[config.mk]
export PLATFORM = sky130hd
export DESIGN_NAME = frame_interval_rate_meter_unit
export DESIGN_NICKNAME = d
export VERILOG_FILES = /design/src/rtl/frm_pkg.sv /design/src/rtl/frame_interval_rate_meter_unit.sv /design/src/rtl/frm_div.sv
export SDC_FILE = /design/constraint.sdc
export NUM_CORES = 1
export LEC_CHECK = 0
export ABC_AREA = 1
export BUFFER_PORTS_ARGS = -buffer_cell sky130_fd_sc_hd__clkbuf_2
export CORE_MARGIN = 2
export CORE_UTILIZATION = 50
export DETAILED_ROUTE_END_ITERATION = 7
export GPL_TIMING_DRIVEN = 0
export PLACE_DENSITY_LB_ADDON = 0.15
export SYNTH_ARGS = -nofsm -noshare
export SYNTH_HDL_FRONTEND = slang
export SYNTH_SLANG_ARGS = --single-unit
[constraint.sdc]
create_clock -name clk -period 10.4 [get_ports clk]
set_clock_uncertainty 0.05 [all_clocks]
set_input_delay 1.04 -clock clk [delete_from_list [all_inputs] [get_ports clk]]
set_output_delay 1.04 -clock clk [all_outputs]
set_load 0.02 [all_outputs]
[src/rtl/frm_pkg.sv]
// ----------------------------------------------------------------------------
// Frame interval rate meter package
// Sizes, constants, transaction types and divider interface types.
// ----------------------------------------------------------------------------
`default_nettype none

package frm_pkg;

  localparam int HISTORY_DEPTH = 16;
  localparam int SLOT_W        = $clog2(HISTORY_DEPTH);
  localparam int CNT_W         = $clog2(HISTORY_DEPTH + 1);

  localparam int DIV_W         = 32;
  localparam int DIV_CNT_W     = $clog2(DIV_W);

  localparam logic [DIV_W-1:0] RATE_NUM = 32'd256000000;
  localparam logic [DIV_W-1:0] RATE_SAT = 32'hFFFF_FFFF;

  localparam logic OP_TICK = 1'b0;
  localparam logic OP_HIST = 1'b1;

  typedef struct packed {
    logic        op;
    logic [31:0] time_us;
  } in_item_t;

  typedef struct packed {
    logic [31:0] avg_interval_us;
    logic [31:0] rate_fps_q8;
    logic [31:0] delta_us;
    logic        last;
  } out_item_t;

  typedef struct packed {
    logic             start;
    logic [DIV_W-1:0] dividend;
    logic [DIV_W-1:0] divisor;
  } div_req_t;

  typedef struct packed {
    logic             done;
    logic [DIV_W-1:0] quotient;
  } div_rsp_t;

  function automatic logic [SLOT_W-1:0] slot_inc(input logic [SLOT_W-1:0] s);
    logic [SLOT_W-1:0] r;
    if (s == SLOT_W'(HISTORY_DEPTH - 1)) begin
      r = '0;
    end else begin
      r = s + 1'b1;
    end
    return r;
  endfunction

endpackage

`default_nettype wire

[src/rtl/frame_interval_rate_meter_unit.sv]
// ----------------------------------------------------------------------------
// Frame interval rate meter
// First tick only stores; later ticks divide for average interval, then rate.
// Histogram: 15 results; empty slots give zeros, filled ones divide for rate.
// Throughput is set by the shared serial divider; one item in flight. Reset
// is synchronous active low and empties the timestamp ring.
// ----------------------------------------------------------------------------
`default_nettype none

module frame_interval_rate_meter_unit (
  input  wire logic               clk,
  input  wire logic               rst_n,
  input  wire logic               in_valid,
  output logic                    in_stall,
  input  wire frm_pkg::in_item_t  in_data,
  output logic                    out_valid,
  input  wire logic               out_stall,
  output frm_pkg::out_item_t      out_data
);

  typedef enum logic [8:0] {
    ST_IDLE  = 9'b000000001,
    ST_TPREV = 9'b000000010,
    ST_TOLD  = 9'b000000100,
    ST_DIVA  = 9'b000001000,
    ST_DIVR  = 9'b000010000,
    ST_PUT   = 9'b000100000,
    ST_HSLOT = 9'b001000000,
    ST_HRDB  = 9'b010000000,
    ST_HD    = 9'b100000000
  } state_t;

  localparam int SW = frm_pkg::SLOT_W;
  localparam int CW = frm_pkg::CNT_W;

  state_t                state_r, state_nxt;
  logic [SW-1:0]         newest_r, newest_nxt;
  logic [SW-1:0]         oldest_r, oldest_nxt;
  logic [CW-1:0]         count_r, count_nxt;
  logic [31:0]           t_r, t_nxt;
  logic [31:0]           first_r, first_nxt;
  logic [31:0]           delta_r, delta_nxt;
  logic [31:0]           avg_r, avg_nxt;
  logic [31:0]           rate_r, rate_nxt;
  logic                  last_r, last_nxt;
  logic [SW-1:0]         k_r, k_nxt;
  logic [SW-1:0]         miss_r, miss_nxt;
  logic [SW-1:0]         a_r, a_nxt;
  logic                  out_valid_r, out_valid_nxt;
  frm_pkg::out_item_t    out_data_r, out_data_nxt;

  logic [31:0]           stamp_ring [frm_pkg::HISTORY_DEPTH];
  logic [31:0]           rd_data_r;
  logic [SW-1:0]         rd_addr;
  logic                  wr_en;
  logic [SW-1:0]         wr_addr;
  logic [31:0]           wr_data;

  logic [SW-1:0]         intervals;
  logic [31:0]           hist_d;
  frm_pkg::div_req_t     div_req;
  frm_pkg::div_rsp_t     div_rsp;

  frm_div u_div (
    .clk   (clk),
    .rst_n (rst_n),
    .req   (div_req),
    .rsp   (div_rsp)
  );

  always_comb begin
    intervals = (count_r == '0) ? '0 : SW'(count_r - 1'b1);
    hist_d    = rd_data_r - first_r;

    state_nxt     = state_r;
    newest_nxt    = newest_r;
    oldest_nxt    = oldest_r;
    count_nxt     = count_r;
    t_nxt         = t_r;
    first_nxt     = first_r;
    delta_nxt     = delta_r;
    avg_nxt       = avg_r;
    rate_nxt      = rate_r;
    last_nxt      = last_r;
    k_nxt         = k_r;
    miss_nxt      = miss_r;
    a_nxt         = a_r;
    out_valid_nxt = out_valid_r && out_stall;
    out_data_nxt  = out_data_r;

    wr_en            = 1'b0;
    wr_addr          = newest_r;
    wr_data          = t_r;
    rd_addr          = newest_r;
    div_req.start    = 1'b0;
    div_req.dividend = frm_pkg::RATE_NUM;
    div_req.divisor  = delta_r;

    unique case (state_r)
      ST_IDLE: begin
        if (in_valid) begin
          t_nxt = in_data.time_us;
          if (in_data.op == frm_pkg::OP_TICK) begin
            last_nxt = 1'b1;
            if (count_r == '0) begin
              wr_en      = 1'b1;
              wr_addr    = '0;
              wr_data    = in_data.time_us;
              newest_nxt = '0;
              oldest_nxt = '0;
              count_nxt  = CW'(1);
              avg_nxt    = '0;
              rate_nxt   = '0;
              delta_nxt  = '0;
              state_nxt  = ST_PUT;
            end else begin
              rd_addr   = newest_r;
              state_nxt = ST_TPREV;
            end
          end else begin
            k_nxt     = '0;
            a_nxt     = oldest_r;
            miss_nxt  = SW'(frm_pkg::HISTORY_DEPTH - 1) - intervals;
            state_nxt = ST_HSLOT;
          end
        end
      end
      ST_TPREV: begin
        delta_nxt  = t_r - rd_data_r;
        newest_nxt = frm_pkg::slot_inc(newest_r);
        wr_en      = 1'b1;
        wr_addr    = newest_nxt;
        wr_data    = t_r;
        if (count_r >= CW'(frm_pkg::HISTORY_DEPTH)) begin
          oldest_nxt = frm_pkg::slot_inc(oldest_r);
        end else begin
          count_nxt = count_r + 1'b1;
        end
        rd_addr   = oldest_nxt;
        state_nxt = ST_TOLD;
      end
      ST_TOLD: begin
        div_req.start    = 1'b1;
        div_req.dividend = t_r - rd_data_r;
        div_req.divisor  = 32'(count_r) - 32'd1;
        state_nxt        = ST_DIVA;
      end
      ST_DIVA: begin
        if (div_rsp.done) begin
          avg_nxt = div_rsp.quotient;
          if (div_rsp.quotient == '0) begin
            rate_nxt  = frm_pkg::RATE_SAT;
            state_nxt = ST_PUT;
          end else begin
            div_req.start    = 1'b1;
            div_req.dividend = frm_pkg::RATE_NUM;
            div_req.divisor  = div_rsp.quotient;
            state_nxt        = ST_DIVR;
          end
        end
      end
      ST_DIVR: begin
        if (div_rsp.done) begin
          rate_nxt  = div_rsp.quotient;
          state_nxt = ST_PUT;
        end
      end
      ST_PUT: begin
        if (!out_valid_r || !out_stall) begin
          out_valid_nxt                = 1'b1;
          out_data_nxt.avg_interval_us = avg_r;
          out_data_nxt.rate_fps_q8     = rate_r;
          out_data_nxt.delta_us        = delta_r;
          out_data_nxt.last            = last_r;
          if (last_r) begin
            state_nxt = ST_IDLE;
          end else begin
            k_nxt     = k_r + 1'b1;
            state_nxt = ST_HSLOT;
          end
        end
      end
      ST_HSLOT: begin
        last_nxt = (k_r == SW'(frm_pkg::HISTORY_DEPTH - 2));
        avg_nxt  = '0;
        if (k_r < miss_r) begin
          rate_nxt  = '0;
          delta_nxt = '0;
          state_nxt = ST_PUT;
        end else begin
          rd_addr   = a_r;
          a_nxt     = frm_pkg::slot_inc(a_r);
          state_nxt = ST_HRDB;
        end
      end
      ST_HRDB: begin
        first_nxt = rd_data_r;
        rd_addr   = a_r;
        state_nxt = ST_HD;
      end
      ST_HD: begin
        delta_nxt = hist_d;
        if (hist_d == '0) begin
          rate_nxt  = frm_pkg::RATE_SAT;
          state_nxt = ST_PUT;
        end else begin
          div_req.start    = 1'b1;
          div_req.dividend = frm_pkg::RATE_NUM;
          div_req.divisor  = hist_d;
          state_nxt        = ST_DIVR;
        end
      end
      default: begin
        state_nxt = ST_IDLE;
      end
    endcase
  end

  always_ff @(posedge clk) begin
    if (!rst_n) begin
      state_r     <= ST_IDLE;
      newest_r    <= '0;
      oldest_r    <= '0;
      count_r     <= '0;
      out_valid_r <= 1'b0;
    end else begin
      state_r     <= state_nxt;
      newest_r    <= newest_nxt;
      oldest_r    <= oldest_nxt;
      count_r     <= count_nxt;
      out_valid_r <= out_valid_nxt;
    end
  end

  always_ff @(posedge clk) begin
    t_r        <= t_nxt;
    first_r    <= first_nxt;
    delta_r    <= delta_nxt;
    avg_r      <= avg_nxt;
    rate_r     <= rate_nxt;
    last_r     <= last_nxt;
    k_r        <= k_nxt;
    miss_r     <= miss_nxt;
    a_r        <= a_nxt;
    out_data_r <= out_data_nxt;
  end

  always_ff @(posedge clk) begin
    if (wr_en) begin
      stamp_ring[wr_addr] <= wr_data;
    end
    rd_data_r <= stamp_ring[rd_addr];
  end

  assign in_stall  = (state_r != ST_IDLE);
  assign out_valid = out_valid_r;
  assign out_data  = out_data_r;

endmodule

`default_nettype wire

[src/rtl/frm_div.sv]
// ----------------------------------------------------------------------------
// Frame interval rate meter serial divider
// Restoring unsigned divider, one quotient bit per cycle.
// ----------------------------------------------------------------------------
`default_nettype none

module frm_div (
  input  wire logic              clk,
  input  wire logic              rst_n,
  input  wire frm_pkg::div_req_t req,
  output frm_pkg::div_rsp_t      rsp
);

  logic                           busy_r, busy_nxt;
  logic                           done_r, done_nxt;
  logic [frm_pkg::DIV_CNT_W-1:0]  cnt_r, cnt_nxt;
  logic [frm_pkg::DIV_W-1:0]      rem_r, rem_nxt;
  logic [frm_pkg::DIV_W-1:0]      quo_r, quo_nxt;
  logic [frm_pkg::DIV_W-1:0]      dvs_r, dvs_nxt;
  logic [frm_pkg::DIV_W:0]        shifted;
  logic [frm_pkg::DIV_W:0]        trial;

  always_comb begin
    shifted  = {rem_r, quo_r[frm_pkg::DIV_W-1]};
    trial    = shifted - {1'b0, dvs_r};
    busy_nxt = busy_r;
    done_nxt = 1'b0;
    cnt_nxt  = cnt_r;
    rem_nxt  = rem_r;
    quo_nxt  = quo_r;
    dvs_nxt  = dvs_r;
    if (req.start) begin
      busy_nxt = 1'b1;
      cnt_nxt  = '0;
      rem_nxt  = '0;
      quo_nxt  = req.dividend;
      dvs_nxt  = req.divisor;
    end else if (busy_r) begin
      if (!trial[frm_pkg::DIV_W]) begin
        rem_nxt = trial[frm_pkg::DIV_W-1:0];
        quo_nxt = {quo_r[frm_pkg::DIV_W-2:0], 1'b1};
      end else begin
        rem_nxt = shifted[frm_pkg::DIV_W-1:0];
        quo_nxt = {quo_r[frm_pkg::DIV_W-2:0], 1'b0};
      end
      cnt_nxt = cnt_r + 1'b1;
      if (cnt_r == frm_pkg::DIV_CNT_W'(frm_pkg::DIV_W - 1)) begin
        busy_nxt = 1'b0;
        done_nxt = 1'b1;
      end
    end
  end

  always_ff @(posedge clk) begin
    if (!rst_n) begin
      busy_r <= 1'b0;
      done_r <= 1'b0;
      cnt_r  <= '0;
    end else begin
      busy_r <= busy_nxt;
      done_r <= done_nxt;
      cnt_r  <= cnt_nxt;
    end
  end

  always_ff @(posedge clk) begin
    rem_r <= rem_nxt;
    quo_r <= quo_nxt;
    dvs_r <= dvs_nxt;
  end

  assign rsp.done     = done_r;
  assign rsp.quotient = quo_r;

endmodule

`default_nettype wire

==> impl_metrics.ini, run 1 <==
[setup_path]
worst_path_max_delay_cell = sky130_fd_sc_hd__a21oi_1
timing.critical_path.arrival_ns = 5.02
critical_path.startpoint = rd_data_r[1]
critical_path.max_stage_delay_ns = 0.53
timing.critical_path.fanout_max = 12
worstReg2RegStart = rd_data_r[1]
setup.worst_path.start_class = flip-flop
worst-setup-path-type = reg2reg
regToRegSetupSlack_ns = 5.71
depth_of_the_worst_register_to_register_path = 18
critPathRequiredTime_ns = 10.73
setup.worst_path.end = rate_r[9]
timing.rr.end = rate_r[9]
cp_cell_sequence = inv_1 -> fa_1 -> inv_1 -> nand2_1 -> a21oi_1 -> nand3_1 -> nor2_1 -> nand4_1 -> nor2_1 -> nand3_1 -> nor3_1 -> nand4_1 -> nand2_1 -> nand2_1 -> nor3_2 -> buf_6 -> buf_6 -> buf_6
worst_setup_path_end_kind = flip-flop

[power_and_ir_drop]
post-layout-total-power_uw = 11000
flop_pwr_share_pct = 46.5
powerDensity_nw_per_um2 = 220
switching_share_pct = 32.0
power.switching_uw = 3530
clock_power_share_pct = 32.0
worst_ir_drop_vdd_uv = 164
power.share.combinational_pct = 21.5
static-leakage-power_uw = 0.0192
internal-power_uw = 7490

[global_route]
all_layer_global_routing_usage_pct = 31.5
global_route_wire_length_before_repair_mm = 207
grt_overflow = 0
pin_count_of_the_biggest_net_entering_global_routing = 35
first_global_vias = 31800
number_of_antenna_violations_at_the_first_check_in_global_routing = 3

[synth]
synthTopCellsByCount = 846 x sky130_fd_sc_hd__edfxtp_1, 730 x sky130_fd_sc_hd__nand2_1, 606 x sky130_fd_sc_hd__nor2_1
largest_area_contributor_in_the_netlist = sky130_fd_sc_hd__edfxtp_1
synth.distinct_cells = 59
dominantRegCellSynth = sky130_fd_sc_hd__edfxtp_1
yosys_warnings = 0
yosysSeqAreaShare_pct = 62.0
synthesis.area_per_instance_um2 = 10.3
post-synth-top-area-fraction_pct = 57.7
ys_seq_elements = 940
post_synth_instance_area_um2 = 44000
asyncSetResetFlopFracSynth_pct = 0
synthTopCellsByArea = sky130_fd_sc_hd__edfxtp_1 58%, sky130_fd_sc_hd__nand2_1 6.2%, sky130_fd_sc_hd__nor2_1 5.2%
netlist_instances = 4289
post-synth-top-count-cell = sky130_fd_sc_hd__edfxtp_1
synth_enable_flop_cells = 846
mappedNetlistNets = 4436

[placed_design]
dp.final_hpwl_mm = 105
globalplace.congestion = 0.981
placedInstanceArea_um2 = 46900
dpl_worst_slack_ns = 5.77
buffer_ports.inserted = 134

[final_layout]
finish.net_count = 4698
multiInputGateArea_um2 = 14500
area.growth.synth_to_final_pct = 14.0
num-fill-cells = 7484
area.sequential_um2 = 27300
cell_area_after_layout_um2 = 50200
layout-drive-gt1-share_pct = 12.2

[sta]
setup_total_negative_slack_ns = 0
final-setup-viol-count = 0
hold_ws_ns = 0.353
fmax_ghz = 0.213
grt_setup_unrepaired = no
maxSlewViolCount = 0
setup_slack_ns = 5.71
final_hold_violating_endpoints = 0
slew_headroom_pct = 15.7
worst_pin_slew_ns = 1.26
layout_min_cycle_time_ns = 4.69
final.period_utilization_pct = 45.1

[clock_network]
tritoncts = done
insertion_delay_ns = 0.71
cts_made_buffers = 97
worst_setup_hold_path_clk_slew_ns = 0.07
cts.path.max_buffers = 3
htree_num_levels = 3
cts_hold_buf = 0
cells_resized_by_post_cts_repair = 0
clock_sinks = 940
postCtsSetupBuffers = 0
root_buffer = sky130_fd_sc_hd__clkbuf_16

[route]
final_antenna_net_count = 0
detail_route.vias_per_cell = 5.71
number_of_iterations_in_the_first_detailed_routing_pass = 6
route.vias.total = 33000
met2WireLength_mm = 68.5
top_layer = met5
drtIter0Drc = 3886
drt-met1-wl_mm = 54.2
route.detailed.wl_per_inst_um = 24.6
routed_wl_mm = 143
detailroute.wirelength.met3_mm = 11.6
drc = 0

[job]
max_cap_violations = 0

[floorplan]
placement_rows = 108
die_width_um = 301
floorplan.initialDensity_pct = 50.6
fp.dieArea_um2 = 90500
die-height_um = 301
fp.coreArea_um2 = 87000
ios = 136

[run_status]
status = complete, no violations

[worst_hold_path]
min-delay-path-class = reg2reg
worst_hold_startpoint = rate_r[8]
metal layers:
metal / global-route usage (%) / up-vias
li1: - / 15400
met1: 39.0 / 15600
met2: 53.1 / 1610
met3: 5.04 / 398
met4: 16.6 / 6
met5: 0 / -
worst min-delay path by stage:
stage	to	slack, ns	cells after the start
2_1_floorplan	out_data[33]	0.35	0
3_3_place_gp	out_data[48]	0.35	0
3_5_place_dp	out_data[55]	0.35	0
4_1_cts	out_data[41]	0.36	0
5_1_grt	out_data[41]	0.37	0
6_report	out_data[41]	0.35	0
area by class of cell:
cell class	instances	share of cell area (%)
diodes	2	0.00997
plain buffers	170	1.69
clock buffers	134	5.40
clock inverters	48	1.09
inverters	429	3.21
multi-input cells	2750	28.8
flip-flops and latches	940	54.4
well taps	1155	2.88
repair buffers	163	2.51
cell usage in the layout (no fill, tap or decap), types with 25 or more instances in the layout:
cell / n
sky130_fd_sc_hd__edfxtp_1: 846
sky130_fd_sc_hd__nand2_1: 730
sky130_fd_sc_hd__nor2_1: 588
sky130_fd_sc_hd__inv_1: 411
sky130_fd_sc_hd__o21ai_0: 368
sky130_fd_sc_hd__nand3_1: 230
sky130_fd_sc_hd__o211ai_1: 170
sky130_fd_sc_hd__clkbuf_2: 135
sky130_fd_sc_hd__a21oi_1: 113
sky130_fd_sc_hd__ha_1: 107
sky130_fd_sc_hd__clkbuf_16: 100
sky130_fd_sc_hd__clkbuf_1: 98
sky130_fd_sc_hd__dfxtp_1: 94
sky130_fd_sc_hd__buf_2: 61
sky130_fd_sc_hd__o21ai_1: 59
sky130_fd_sc_hd__nand4_1: 48
sky130_fd_sc_hd__xor2_1: 37
sky130_fd_sc_hd__a21oi_2: 31
sky130_fd_sc_hd__or2_2: 28
sky130_fd_sc_hd__nor3_1: 25
critical path: cells and delay by family, from the launching register on:
family,cells,cell delay [ns]
buf+inv,5,1.02
simple gates,11,1.85
fa+ha+maj,1,0.43
flops,1,0.45
compound gates,1,0.53
kinds of logic (layout without fill, tap and decap cells):
family	Yosys count	in the layout	synth area share [%]
other	0	2	0
buffers and inverters	599	944	5.58
AO/OA/AOI/OAI	823	823	11.1
AND/OR/NAND/NOR	1758	1758	17.0
adder cells (fa/ha/maj)	110	110	3.18
flip-flops	940	940	62.0
multiplexers	2	2	0.0455
XOR/XNOR	57	57	1.15
state kept, by name, indices dropped and copies added, names as in the netlist, 5 cells and up:
signal,cells
stamp_ring,512
out_data,97
avg_r,32
delta_r,32
first_r,32
rate_r,32
rd_data_r,32
t_r,32
u_div.dvs_r,32
u_div.quo_r,32
u_div.rem_r,32
state_r,9
count_r,5
u_div.cnt_r,5
power by group through the flow:
stage,Clock (uW),Sequential (uW),Combinational [uW]
floorplan,0,5080,1400
global placement,0,5230,2200
detailed placement,0,5190,2310
CTS,3560,5110,2320
global route,3700,5150,2560
finish,3530,5120,2370
stage by stage:
| stage | instances | util [%] |
|---|---|---|
| 2_1_floorplan | 4289 | - |
| 3_3_place_gp | 5578 | 53.0 |
| 3_5_place_dp | 5607 | 53.9 |
| 4_1_cts | 5789 | 57.7 |
| 5_1_grt | 5789 | 57.7 |
| 6_report | 5791 | 57.7 |
(Power assumes the default switching activity.)
==> inputs of run 2 (changes only) <==
==> constraint.sdc (replaced) <==
create_clock -name clk -period 4.8 [get_ports clk]
set_clock_uncertainty 0.05 [all_clocks]
set_input_delay 0.48 -clock clk [delete_from_list [all_inputs] [get_ports clk]]
set_output_delay 0.48 -clock clk [all_outputs]
set_load 0.02 [all_outputs]
==> run 2 against run 1 <==
Register-to-register slack got worse by 5.5 ns. Non-clock buffer count rose by 33. Critical path depth fell by 2. Via count rose by 0.89%. Global-route usage fell by 0.24 points. Clock power rose by 120%. Worst hold slack got worse by 0.31 ns. Fmax rose by 2.5%. Final cell count rose by 0.59%. Clock-buffer cell count fell by 11. Combinational power rose by 120%. Critical path type unchanged. Largest power group unchanged.
==> impl_metrics.ini, run 2 (synthesis gave the netlist of run 1 again) <==
[final_layout]
area.sequential_um2 = 27300
layout.cells.most_common = sky130_fd_sc_hd__edfxtp_1
layout-drive-gt1-share_pct = 12.5
area.growth.synth_to_final_pct = 14.9
num-fill-cells = 7326
mostFrequentLayoutCells = 846 x sky130_fd_sc_hd__edfxtp_1, 730 x sky130_fd_sc_hd__nand2_1, 588 x sky130_fd_sc_hd__nor2_1
top_register_by_number_of_flip_flops = stamp_ring
finish.net_count = 4732
multiInputGateArea_um2 = 14500
largest_register_ff_count = 512

[sta]
layout_min_cycle_time_ns = 4.58
worst_pin_slew_ns = 1.34
fmax_ghz = 0.219
setup_total_negative_slack_ns = 0
maxSlewViolCount = 0
grt_setup_unrepaired = no
final_hold_violating_endpoints = 0
slew_headroom_pct = 10.6
final-setup-viol-count = 0
final.period_utilization_pct = 95.3

[global_route]
grt_overflow = 0
all_layer_global_routing_usage_pct = 31.2
global_route_wire_length_before_repair_mm = 205
pin_count_of_the_biggest_net_entering_global_routing = 36
number_of_antenna_violations_at_the_first_check_in_global_routing = 4
first_global_vias = 31700

[setup_path]
worstSetupPathDepth = 16
critPathRequiredTime_ns = 4.90
timing.critical_path.arrival_ns = 4.67
cp_cell_sequence = inv_1 -> fa_1 -> inv_1 -> nand3_1 -> nand2_1 -> nand3_1 -> nand3_1 -> nand2_1 -> nand2_1 -> nand2_1 -> nor2_1 -> nand3_1 -> nor2_1 -> nand4_1 -> nand2_1 -> nand3_2
cp_delay_by_family_top = simple AND/OR/NAND/NOR gates
critical_path.startpoint = rd_data_r[1]
timing.critical_path.fanout_max = 33
worst-setup-path-type = reg2reg
setup.worst_path.start_class = flip-flop
depth_of_the_worst_register_to_register_path = 16
critPathBufInv = 2
worst_setup_path_end_kind = flip-flop
worstReg2RegStart = rd_data_r[1]
critical_path.max_stage_delay_ns = 0.68
worst_path_most_repeated_cell = sky130_fd_sc_hd__nand2_1
regToRegSetupSlack_ns = 0.22
worst_path_max_delay_cell = sky130_fd_sc_hd__nand3_2

[route]
final_antenna_net_count = 0
route.detailed.wl_per_inst_um = 24.4
routed_wl_mm = 142
number_of_iterations_in_the_first_detailed_routing_pass = 8
detail_route.vias_per_cell = 5.72
drtIter0Drc = 3847
route.vias.total = 33300
drc = 0

[run_status]
status = complete, no violations

[power_and_ir_drop]
post-layout-total-power_uw = 24200
powerDensity_nw_per_um2 = 477
static-leakage-power_uw = 0.0194
worst_ir_drop_vdd_uv = 401

[floorplan]
floorplan.initialDensity_pct = 50.6
die_width_um = 301
fp.dieArea_um2 = 90500
placement_rows = 108
die-height_um = 301
fp.coreArea_um2 = 87000
ios = 136

[clock_network]
cts_made_buffers = 98
clock_sinks = 940
cts.path.max_buffers = 3
root_buffer = sky130_fd_sc_hd__clkbuf_16
insertion_delay_ns = 0.72
htree_num_levels = 3
worst_setup_hold_path_clk_slew_ns = 0.06
tritoncts = done
cells_resized_by_post_cts_repair = 0

[worst_hold_path]
hold-path-cell-count = 1
min-delay-path-class = in2reg
worst_hold_startpoint = in_data[3]

[placed_design]
dp.final_hpwl_mm = 105
globalplace.congestion = 0.994
buffer_ports.inserted = 134

[job]
max_cap_violations = 0
run 2: final cells by class:
type	count	area share, %
tap	1155	2.85
inverter	429	3.18
clock buffer	123	5.27
sequential	940	53.9
timing repair buffer	196	3.12
antenna	1	0.00494
buffer	170	1.67
multi-input combinational	2750	28.6
clock inverter	61	1.38
run 2: through the flow:
stage          instance area, um^2  hold slack (ns)  utilization (%)  instances  setup slack (ns)
2_1_floorplan                44000            0.350                -       4289             0.344
3_3_place_gp                 46200            0.351             53.0       5578             -2.76
3_5_place_dp                 46900            0.355             53.9       5605             0.131
4_1_cts                      50600          0.00442             58.1       5820            0.0959
5_1_grt                      50600           0.0192             58.2       5824            0.0634
6_report                     50600           0.0424             58.2       5825             0.225
run 2: what timing repair did:
| action | in CTS | in global routing |
|---|---|---|
| setup buffers | 0 | 4 |
| endpoints found under the setup margin | 0 | 21 |
| endpoints found under the hold margin | 31 | 0 |
| hold buffers | 31 | 0 |
run 2: final timing paths:
| path | to |
|---|---|
| setup / recovery | u_div.dvs_r[20] |
| hold / removal | t_r[3] |
| setup reg to reg | u_div.dvs_r[20] |
| hold reg to reg | out_data[36] |
run 2: report_power, final:
part | internal [uW] | switching [uW]
Sequential | 10500 | 548
Combinational | 1420 | 3790
Clock | 4520 | 3350
Total | 16500 | 7690
run 2: per-layer routing:
layer	vias to the layer above	share of wire [%]	track usage, %
li1	15500	-	-
met3	423	8.6	5.66
met2	1669	48	52.5
met1	15800	37	38.3
met4	6	5.9	16.8
met5	-	0.024	0
